==> src/hw/rtl/mma_pkg.sv <==
// ----------------------------------------------------------------------------
// mma_pkg
// Shared constants for the multichannel moving average: the fixed widths of
// the stream fields and of the packed beats.
// ----------------------------------------------------------------------------
`default_nettype none

package mma_pkg;

    // Field widths of one input beat and one output beat.
    localparam int CH_FIELD_W     = 3;
    localparam int SAMPLE_FIELD_W = 12;
    localparam int AVG_FIELD_W    = 12;

    // Packed stream widths, rounded up to whole bytes.
    localparam int S_TDATA_W = ((CH_FIELD_W + SAMPLE_FIELD_W + 7) / 8) * 8;
    localparam int M_TDATA_W = ((AVG_FIELD_W + 7) / 8) * 8;

endpackage

`default_nettype wire

==> src/hw/rtl/multichannel_moving_average.sv <==
// ----------------------------------------------------------------------------
// multichannel_moving_average
// Boxcar moving average over a shared window for several converter channels.
// ----------------------------------------------------------------------------
// Stages: stage 1, stage 2 and the output register. One beat per cycle unless
// the output stalls; one memory read per beat and one write per in-range beat.
// Reset: i_rst_n is synchronous and active low. It clears the window position,
// the channel totals and the pipeline, then a clearing pass writes zero to all
// CHANNEL_COUNT * WINDOW_LENGTH sample entries (96 entries at the defaults),
// one entry per cycle, while s_tready stays low.
// ----------------------------------------------------------------------------
`default_nettype none

module multichannel_moving_average #(
    parameter int CHANNEL_COUNT = 8,
    parameter int WINDOW_LENGTH = 12,
    parameter int SAMPLE_BITS   = 12
) (
    input  wire logic                           i_clk,
    input  wire logic                           i_rst_n,
    // Input stream. tdata fields from bit 0: channel_index[2:0],
    // sample_value[11:0], zero padding.
    input  wire logic                           s_tvalid,
    output logic                                s_tready,
    input  wire logic [mma_pkg::S_TDATA_W-1:0]  s_tdata,
    // Output stream. tdata fields from bit 0: average_value[11:0], zero padding.
    output logic                                m_tvalid,
    input  wire logic                           m_tready,
    output logic [mma_pkg::M_TDATA_W-1:0]       m_tdata
);

    // Sample memory holds one entry per (channel, window slot), laid out
    // channel-major so that the address is channel * WINDOW_LENGTH + slot.
    localparam int DEPTH = CHANNEL_COUNT * WINDOW_LENGTH;
    localparam int AW    = (DEPTH > 1) ? $clog2(DEPTH) : 1;
    localparam int PW    = (WINDOW_LENGTH > 1) ? $clog2(WINDOW_LENGTH) : 1;
    localparam int CIW   = (CHANNEL_COUNT > 1) ? $clog2(CHANNEL_COUNT) : 1;
    localparam int LW    = $clog2(WINDOW_LENGTH);
    // A total is the sum of WINDOW_LENGTH samples, so it needs LW extra bits.
    localparam int TW    = SAMPLE_BITS + LW;

    // Division by WINDOW_LENGTH is a multiplication by a rounded-up reciprocal.
    // With SHIFT = TW + ceil(log2(WINDOW_LENGTH)) the quotient is exact for
    // every TW-bit total.
    localparam int SHIFT = TW + LW;
    localparam int PRW   = 2 * TW + 1;
    localparam int QW    = PRW - SHIFT;
    localparam logic [TW:0] MULT = (TW + 1)'(((64'd1 << SHIFT) + 64'(WINDOW_LENGTH)
                                             - 64'd1) / 64'(WINDOW_LENGTH));
    localparam logic [TW-1:0] MAX_TOTAL =
        TW'(64'(WINDOW_LENGTH) * ((64'd1 << SAMPLE_BITS) - 64'd1));

    // Unpack the input beat.
    logic [mma_pkg::CH_FIELD_W-1:0]     in_ch;
    logic [mma_pkg::SAMPLE_FIELD_W-1:0] in_sample;
    assign in_ch     = s_tdata[mma_pkg::CH_FIELD_W-1:0];
    assign in_sample = s_tdata[mma_pkg::CH_FIELD_W +: mma_pkg::SAMPLE_FIELD_W];

    // ------------------------------------------------------------------
    // Control registers
    // ------------------------------------------------------------------
    logic             r_clr_busy;
    logic [AW-1:0]    r_clr_addr;
    logic [PW-1:0]    r_pos;

    // Stage 1: the memory read data for this beat is valid here.
    logic             r_s1_v;
    logic             r_s1_ok;
    logic [CIW-1:0]   r_s1_ch;
    logic [AW-1:0]    r_s1_addr;
    logic [SAMPLE_BITS-1:0] r_s1_smp;
    logic             r_s1_fwd;
    logic [SAMPLE_BITS-1:0] r_s1_fwd_smp;
    logic [SAMPLE_BITS-1:0] r_rd_data;

    // Stage 2: the updated total, waiting for the divide.
    logic             r_s2_v;
    logic             r_s2_ok;
    logic [TW-1:0]    r_s2_tot;

    // Output register.
    logic             r_out_v;
    logic [mma_pkg::AVG_FIELD_W-1:0] r_out_avg;

    logic [TW-1:0]    r_totals [CHANNEL_COUNT];
    logic [SAMPLE_BITS-1:0] mem [DEPTH];

    // ------------------------------------------------------------------
    // Pipeline flow. Each stage moves on when the stage after it is empty
    // or moving, so bubbles are squeezed out even while the output stalls.
    // ------------------------------------------------------------------
    logic out_free, s2_adv, s2_free, s1_adv, s1_free, accept;

    assign out_free = !r_out_v || m_tready;
    assign s2_adv   = r_s2_v && out_free;
    assign s2_free  = !r_s2_v || out_free;
    assign s1_adv   = r_s1_v && s2_free;
    assign s1_free  = !r_s1_v || s2_free;
    assign s_tready = s1_free && !r_clr_busy;
    assign accept   = s_tvalid && s_tready;

    // ------------------------------------------------------------------
    // Accept side: address generation and the shared window position.
    // Channels at or above CHANNEL_COUNT change nothing and yield zero.
    // ------------------------------------------------------------------
    logic                   in_ok;
    logic [AW-1:0]          in_addr;
    logic [SAMPLE_BITS-1:0] in_smp;
    logic                   pos_adv;
    logic [PW-1:0]          n_pos;

    assign in_ok   = 32'(in_ch) < CHANNEL_COUNT;
    assign in_addr = AW'(32'(in_ch) * WINDOW_LENGTH + 32'(r_pos));
    assign in_smp  = SAMPLE_BITS'(in_sample);
    assign pos_adv = accept && in_ok && (32'(in_ch) == CHANNEL_COUNT - 1);

    always_comb begin
        n_pos = r_pos;
        if (pos_adv) begin
            if (32'(r_pos) == WINDOW_LENGTH - 1) begin
                n_pos = '0;
            end else begin
                n_pos = r_pos + PW'(1);
            end
        end
    end

    // The beat in stage 1 writes its entry on the edge at which it leaves.
    // A beat accepted on that same edge that reads the same entry would see
    // the stale word, so the fresh sample is carried along instead.
    logic                   mem_we;
    logic [AW-1:0]          mem_waddr;
    logic [SAMPLE_BITS-1:0] mem_wdata;
    logic                   fwd_hit;

    assign fwd_hit   = s1_adv && r_s1_ok && (r_s1_addr == in_addr);
    assign mem_we    = r_clr_busy || (s1_adv && r_s1_ok);
    assign mem_waddr = r_clr_busy ? r_clr_addr : r_s1_addr;
    assign mem_wdata = r_clr_busy ? '0 : r_s1_smp;

    // Sample memory: one write port, one registered read port.
    always_ff @(posedge i_clk) begin
        if (mem_we) begin
            mem[mem_waddr] <= mem_wdata;
        end
        if (accept) begin
            r_rd_data <= mem[in_addr];
        end
    end

    // ------------------------------------------------------------------
    // Stage 1 arithmetic: drop the oldest sample, add the new one.
    // ------------------------------------------------------------------
    logic [SAMPLE_BITS-1:0] old_smp;
    logic [TW-1:0]          n_total;

    assign old_smp = r_s1_fwd ? r_s1_fwd_smp : r_rd_data;
    assign n_total = r_totals[r_s1_ch] - TW'(old_smp) + TW'(r_s1_smp);

    // ------------------------------------------------------------------
    // Output arithmetic: total divided by WINDOW_LENGTH, truncated, then
    // cut to the 12-bit field.
    // ------------------------------------------------------------------
    logic [PRW-1:0] prod;
    logic [QW-1:0]  quot;

    assign prod = PRW'(r_s2_tot) * PRW'(MULT);
    assign quot = prod[PRW-1:SHIFT];

    // ------------------------------------------------------------------
    // Registers
    // ------------------------------------------------------------------
    always_ff @(posedge i_clk) begin
        if (!i_rst_n) begin
            r_clr_busy <= 1'b1;
            r_clr_addr <= '0;
            r_pos      <= '0;
            r_s1_v     <= 1'b0;
            r_s2_v     <= 1'b0;
            r_out_v    <= 1'b0;
            for (int i = 0; i < CHANNEL_COUNT; i++) begin
                r_totals[i] <= '0;
            end
        end else begin
            if (r_clr_busy) begin
                if (r_clr_addr == AW'(DEPTH - 1)) begin
                    r_clr_busy <= 1'b0;
                end
                r_clr_addr <= r_clr_addr + AW'(1);
            end
            r_pos <= n_pos;

            if (s1_free) begin
                r_s1_v <= accept;
            end
            if (s2_free) begin
                r_s2_v <= s1_adv;
            end
            if (out_free) begin
                r_out_v <= s2_adv;
            end

            if (s1_adv && r_s1_ok) begin
                r_totals[r_s1_ch] <= n_total;
            end
        end
    end

    // Payload registers need no reset.
    always_ff @(posedge i_clk) begin
        if (accept) begin
            r_s1_ok      <= in_ok;
            r_s1_ch      <= CIW'(32'(in_ch));
            r_s1_addr    <= in_addr;
            r_s1_smp     <= in_smp;
            r_s1_fwd     <= fwd_hit;
            r_s1_fwd_smp <= r_s1_smp;
        end
        if (s1_adv) begin
            r_s2_ok  <= r_s1_ok;
            r_s2_tot <= r_s1_ok ? n_total : '0;
        end
        if (s2_adv) begin
            r_out_avg <= r_s2_ok ? mma_pkg::AVG_FIELD_W'(quot) : '0;
        end
    end

    assign m_tvalid = r_out_v;
    assign m_tdata  = mma_pkg::M_TDATA_W'(r_out_avg);

    // ------------------------------------------------------------------
    // Assertions
    // ------------------------------------------------------------------
    a_no_accept_while_clearing: assert property (
        @(posedge i_clk) disable iff (!i_rst_n)
        r_clr_busy |-> !(s_tvalid && s_tready))
        else $error("input beat accepted during the clearing pass");

    a_pos_in_window: assert property (
        @(posedge i_clk) disable iff (!i_rst_n)
        32'(r_pos) < WINDOW_LENGTH)
        else $error("window position out of range");

    a_total_bounded: assert property (
        @(posedge i_clk) disable iff (!i_rst_n)
        r_s2_v |-> (r_s2_tot <= MAX_TOTAL))
        else $error("channel total exceeds a full window of maximum samples");

    a_bad_channel_zero: assert property (
        @(posedge i_clk) disable iff (!i_rst_n)
        (r_s2_v && !r_s2_ok && out_free) |=> (r_out_avg == '0))
        else $error("out-of-range channel produced a nonzero average");

    a_fwd_needs_write: assert property (
        @(posedge i_clk) disable iff (!i_rst_n)
        (accept && fwd_hit) |-> (mem_we && !r_clr_busy))
        else $error("forwarding without a matching sample write");

endmodule

`default_nettype wire

==> config.mk <==
export PLATFORM = sky130hd
export DESIGN_NAME = multichannel_moving_average
export DESIGN_NICKNAME = d
export VERILOG_FILES = /design/src/hw/rtl/mma_pkg.sv /design/src/hw/rtl/multichannel_moving_average.sv
export SDC_FILE = /design/constraint.sdc
export NUM_CORES = 2
export LEC_CHECK = 0
export BUFFER_PORTS_ARGS = -buffer_cell sky130_fd_sc_hd__buf_2
export CAP_MARGIN = 20
export CORE_ASPECT_RATIO = 1.75
export CORE_MARGIN = 2
export CORE_UTILIZATION = 50
export CTS_CLUSTER_DIAMETER = 120
export DETAILED_ROUTE_END_ITERATION = 8
export PLACE_DENSITY = 0.65
export SLEW_MARGIN = 20
export SYNTH_ARGS = -nofsm -noshare
export SYNTH_HDL_FRONTEND = slang
export SYNTH_SLANG_ARGS = --single-unit
==> constraint.sdc <==
create_clock -name i_clk -period 6.9 [get_ports i_clk]
set_input_delay 0.345 -clock i_clk [delete_from_list [all_inputs] [get_ports i_clk]]
set_output_delay 0.345 -clock i_clk [all_outputs]
set_load 0.005 [all_outputs]
# --- Word-level counts from Yosys, hierarchy flattened ---
# Memory sizes are Yosys's and may differ from the RTL's. A register that Yosys moved wholly into a read port is not among the register bits.
# Cells that the tools add are included.
word_totals:
  register_bits: 78
  latchBits: 0
  inputBits: 20
  out_inout_bits: 18
  memories: 2
  mem_bits_ro: 0
  ramBits: 1280
  word_cells: 57
classes:
  n_eq_ne: 4
  shifts: 0
  reduce_logical: 15
  bitwise: 0
  magnitude_cmp: 0
  n_div: 0
  mul: 2
  n_mux: 16
  n_addsub: 5
memory_table:
  columns: ["name", "depth", "width", "read_ports", "rd_ports_with_merged_regs", "wr", "line_no", "rtl"]
  rows:
  - ["mem", 96, 12, 1, 1, 1, "multichannel_moving_average.sv:86", "logic [SAMPLE_BITS-1:0] mem [DEPTH];"]
  - ["r_totals", 8, 16, 1, 1, 8, "multichannel_moving_average.sv:85", "logic [TW-1:0] r_totals [CHANNEL_COUNT];"]
op_table:
  columns: ["cell", "n"]
  rows:
  - ["$mul 16x16->31 const B", 1]
  - ["$mux 12", 2]
  - ["$add 16x12->16", 1]
  - ["$mux 16", 1]
  - ["$reduce_or 16->1", 1]
  - ["$sub 16x12->16", 1]
  - ["$mux 1", 9]
  - ["$add 7x1->7 const B", 1]
  - ["$add 7x4->7", 1]
  - ["$eq 7x7->1", 1]
  - ["$eq 7x7->1 const B", 1]
  - ["$mux 7", 1]
  - ["$logic_and 1x1->1", 6]
  - ["$mux 3", 2]
  - ["$mul 3x2->5 const B", 1]
  - ["$add 4x1->4 const B", 1]
  - ["$eq 4x4->1 const B", 1]
  - ["$logic_not 1->1", 4]
  - ["$logic_or 1x1->1", 4]
  - ["$mux 4", 1]
  - ["$eq 3x3->1 const B", 1]

# --- Logic depth before layout (Yosys ltp) ---
logic_depth:
  ltp_word: 9
  mapped_depth: 19
  depth_no_buf: 19

# --- Worst setup path before layout ---
# No wires, ideal clock.
synth_timing:
  path_type: "register to register"
  startpoint: "register r_s2_tot[1]"
  endpoint: "register r_out_avg[11] (netlist bit) (data pin)"
  required_time_ps: 6634
  path_stages_with_launch: 20
  arrival_ps: 5029
  synth_period_minus_slack_ps: 5295
  path_buffers: 0
  slack_ps: 1605
  setup_time_ps: 266
  cell_sequence: "edfxtp_1 -> ha_1 -> xor2_1 -> ha_1 -> a21oi_1 -> fa_1 -> inv_1 -> fa_1 -> fa_1 -> inv_1 -> fa_1 -> inv_1 -> ha_1 -> and2_1 -> a31o_1 -> a211oi_1 -> o21ai_1 -> or3b_1 -> nor4_1 -> nor3_1"
synth_between:
  elab_chain_cells: 1
synth_rtl:
  columns: ["item", "line_no", "rtl"]
  rows:
  - ["from (decl)", "multichannel_moving_average.sv:79", "logic [TW-1:0] r_s2_tot;"]
  - ["from (signal assigned)", "multichannel_moving_average.sv:221", "r_s2_tot <= r_s1_ok ? n_total : '0;"]
  - ["$mul 16x16->31", "multichannel_moving_average.sv:167", "assign prod = PRW'(r_s2_tot) * PRW'(MULT);"]
  - ["via prod[31]", "multichannel_moving_average.sv:164", "logic [PRW-1:0] prod;"]
  - ["to (signal assigned)", "multichannel_moving_average.sv:224", "r_out_avg <= r_s2_ok ? mma_pkg::AVG_FIELD_W'(quot) : '0;"]
  - ["to (decl)", "multichannel_moving_average.sv:83", "logic [mma_pkg::AVG_FIELD_W-1:0] r_out_avg;"]
# The timed path passes the listed nets, and every way through them passes these cells.
# A chain may end at the register's enable or synchronous reset.

# --- Worst setup path in the final report ---
# Same ends and word-level chain as after synthesis.

==> summary.md <==
| Metric | Value |
|---|---|
| Outcome | finished clean |
| Initial Utilization | 50.2% |
| Number of synthesized flops with an enable pin | 1355 |
| Die extent in x | 264 um |
| Pre-antenna DRT Iters | 6 |
| Worst-skew pair later-pin latency | 0.73 ns |
| Grt ovf | 0 |
| Routed length per instance | 28.4 um |
| TritonCTS Sinks | 1373 |
| Core area | 0.118 mm2 |
| Yosys top cell area share | 68.6% |
| Final Hold Vio Count | 0 |
| Synth area leader | edfxtp_1 |
| Critical Path Source | r_s2_tot[1]$_DFFE_PP_ |
| Clock transition at path regs | 0.07 ns |
| Main synth FF type | edfxtp_1 |
| Unique masters post-synth | 71 |
| Synth area leaders | edfxtp_1, mux4_2, ha_1 |
| Mapped Cells | 3200 |
| Largest net degree at the start of global routing | 97 |
| Startpoint types | register |
| Clock buffer depth | 3 |
| CTS Buf Count | 115 |
| DRC errors left | 0 |
| HPWL Detailed | 91700 um |
| Crit-path slowest cell | edfxtp_1 |
| Clock skew | 0.0245 ns |
| Via/cell ratio | 5.95 |
| Routed via count | 29500 |
| R2R Path Start | r_s2_tot[1]$_DFFE_PP_ |
| Drt total wl | 141000 um |
| FMAX | 172 MHz |
| Setup crit end kind | register |
| Worst slew margin | 15.9% |
| Initial antenna violation count | 3 |
| Unrepaired setup endpoints after global routing | false |
| Min-delay src | s_tvalid |
| Worst R2R Setup Slack | 1.08 ns |
| Avg Synthesized Cell Area | 18.5 um2 |
| Cell area after synthesis | 0.0593 mm2 |
| Req. time, crit path | 7.36 ns |
| CP top delay family | adder cells |
| Final instance area | 0.0657 mm2 |
| Max-slew violations | 0 |
| Post-route minimum period | 5.82 ns |
| RePlAce Congestion | 0.909 |
| DRT antenna net count | 0 |
| Register area share after synthesis | 69.2% |
| HP Class | in -> reg |
| # setup viols final | 0 |
| Num rows | 167 |
| Area Growth Syn to Fin | 10.8% |
| CTS H-tree lvls | 3 |
| Share of layout cells above drive strength 1 | 21.6% |
| Most frequent CP cell | fa_1 |
| Yosys warning count | 0 |
| Placed cells | 4733 |
| Power density over the cells | 246 mW/mm2 |
| Worst Path Arrival | 6.28 ns |
| Worst Reg-to-Reg Cells | 19 |
| Tcrit/Tclk final | 84.4% |
| Number of global-route vias before repair | 31500 |
| Root Buffer | clkbuf_16 |
| First DRT Iteration DRCs | 2393 |
| Port buffer count | 32 |
| Leakage | 0.0227 uW |
| Nets | 3608 |
| Hold path cells | 4 |
| Postcts setup bufs | 0 |
| DP Area | 0.0617 mm2 |
| Post-Layout Cell Count | 4967 |
| IO Count | 38 |
| GRT Overall Usage | 23.7% |
| Die area | 0.121 mm2 |
| Final TNS setup | 0 ns |
| Worst path buffer plus inverter count | 3 |
| Reg2reg end | r_out_avg[11]$_DFFE_PP_ |
| CTS tree | built |
| VDD IR max | 200 uV |
| Seq cells post-synth | 1373 |
| CP peak stage delay | 0.53 ns |
| Max Cap Violations | 0 |
| Worst Path Max Fanout | 7 |
| Worst Max-Slew Pin Slew | 1.26 ns |
| Height of the chip | 460 um |
| FFs w/ async S/R, synth | 0% |
| WS Path Type | reg -> reg |
| Worst path cell trace | ha_1 -> xor2_1 -> ha_1 -> a21oi_1 -> fa_1 -> inv_1 -> fa_1 -> fa_1 -> inv_1 -> fa_1 -> inv_1 -> ha_1 -> and2_1 -> a31o_1 -> a211oi_1 -> o21ai_1 -> or3b_1 -> nor4_1 -> nor3_1 |
| First-pass GRT wire length | 208000 um |
==> cell usage in the layout (no fill, tap or decap), types with 7 or more instances in the layout <==
cell and instances:
nor2b_1 20, nor2_2 30, nor2_4 11, edfxtp_1 1355, o21a_1 7, ha_1 148
clkinv_2 19, a21o_1 17, inv_2 7, fa_1 89, nand4_1 9, mux2i_1 89
buf_4 104, dlygate4sd3_1 17, nor2_1 220, a211oi_1 15, clkbuf_16 116, a21oi_1 56
mux2_2 21, dfxtp_1 14, bufinv_16 12, clkinv_1 28, o22ai_1 10, clkbuf_1 20
nand3_1 33, buf_12 7, xnor2_1 26, o21ai_1 14, mux4_2 343, inv_1 214
nand2_1 103, nand2b_1 14, buf_2 32, and2_1 10, nor3_1 24, a22oi_1 30
o21ai_0 22, xor2_1 21
==> report_power, final <==
group          internal (uW)  switching (uW)
clock network           3560            2940
logic                    163             389
registers               9090            14.7
total                  12800            3350
==> repair_timing <==
item                                   CTS  global route
setup endpoints to repair                0             0
hold buffers                            17             0
gates resized for setup                  0             0
endpoints found under the hold margin   20             0
==> worst min-delay path: stages <==
cell and delay [ns]:
buf_2 0.07, nand2_1 0.17, nand2_1 0.12, nand2_1 0.05
==> cell type report <==
type / count / area, um2
timing repair buffer: 164 / 1310
inverter: 221 / 830
fill: 8823 / 52400
tap: 1521 / 1900
sequential: 1373 / 41100
clock inverter: 74 / 709
multi-input combinational: 1474 / 16900
antenna: 2 / 5.00
clock buffer: 138 / 3010
==> cell families (layout without fill, tap and decap cells) <==
kind of cell / Yosys count / after routing / synth area share, %
flops: 1373 / 1373 / 69.2
simple gates: 507 / 507 / 3.74
mux: 453 / 453 / 14.9
buf+inv: 356 / 597 / 2.70
fa+ha+maj: 239 / 239 / 6.18
compound gates: 223 / 223 / 2.52
xor+xnor: 48 / 48 / 0.709
other cells: 1 / 6 / 0.00632
==> sequential cells by signal, indices dropped and copies added (netlist names), 3 cells and up, named ones only <==
name and count:
r_s1_fwd_smp 12, r_s1_addr 7, r_clr_addr 7, r_out_avg 12, mem 1152, r_rd_data 12
r_s1_ch 3, r_pos 4, r_totals 128, r_s2_tot 16, r_s1_smp 12
==> synth_stat cells, drive strengths merged (3+ instances only) <==
| master | count |
|---|---|
| edfxtp | 1355 |
| mux4 | 343 |
| nor2 | 261 |
| inv | 221 |
| ha | 149 |
| nand2 | 104 |
| fa | 90 |
| mux2i | 89 |
| buf | 88 |
| a21oi | 56 |
| clkbuf | 47 |
| o21ai | 36 |
| nand3 | 35 |
| a22oi | 30 |
| xnor2 | 26 |
| nor3 | 25 |
| nor2b | 22 |
| xor2 | 22 |
| mux2 | 21 |
| a211oi | 19 |
| dfxtp | 18 |
| a21o | 17 |
| nand2b | 14 |
| and2 | 10 |
| o22ai | 10 |
| nand4 | 9 |
| a21boi | 8 |
| o21a | 7 |
| o32ai | 6 |
| o211ai | 5 |
| o311ai | 5 |
| a31oi | 4 |
| and3 | 4 |
| o2111ai | 4 |
| or3 | 4 |
| or3b | 4 |
| and4 | 3 |
| nand3b | 3 |
| or2 | 3 |
==> worst max-delay path by stage <==
stage / cells past startpoint / slack (ns) / to
2_1_floorplan: 19 / 1.61 / r_out_avg[11]$_DFFE_PP_
4_1_cts: 19 / 1.05 / r_out_avg[11]$_DFFE_PP_
6_report: 19 / 1.08 / r_out_avg[11]$_DFFE_PP_
3_3_place_gp: 19 / 1.04 / r_out_avg[11]$_DFFE_PP_
5_1_grt: 19 / 0.72 / r_out_avg[11]$_DFFE_PP_
3_5_place_dp: 19 / 1.07 / r_out_avg[11]$_DFFE_PP_
==> per-stage QoR <==
stage	hold slack [ns]	utilization, %	total power (uW)	setup WS (ns)
after floorplan	0.426	-	9580	1.61
after global placement	0.450	52.2	9820	1.04
after detailed placement	0.447	52.3	9830	1.07
after CTS	0.0148	55.6	16300	1.05
after global routing	0.0835	55.6	16600	0.716
final	0.0761	55.6	16200	1.08
==> routing by layer <==
metal / global-route usage [%] / vias up / routed length (um)
met5: 0 / - / 0
met3: 2.74 / 260 / 6040
met4: 13.6 / 0 / 8800
met1: 26.1 / 15600 / 48000
li1: - / 12800 / -
met2: 44.2 / 879 / 78300
Note: power is estimated with default switching activity, not from simulation.
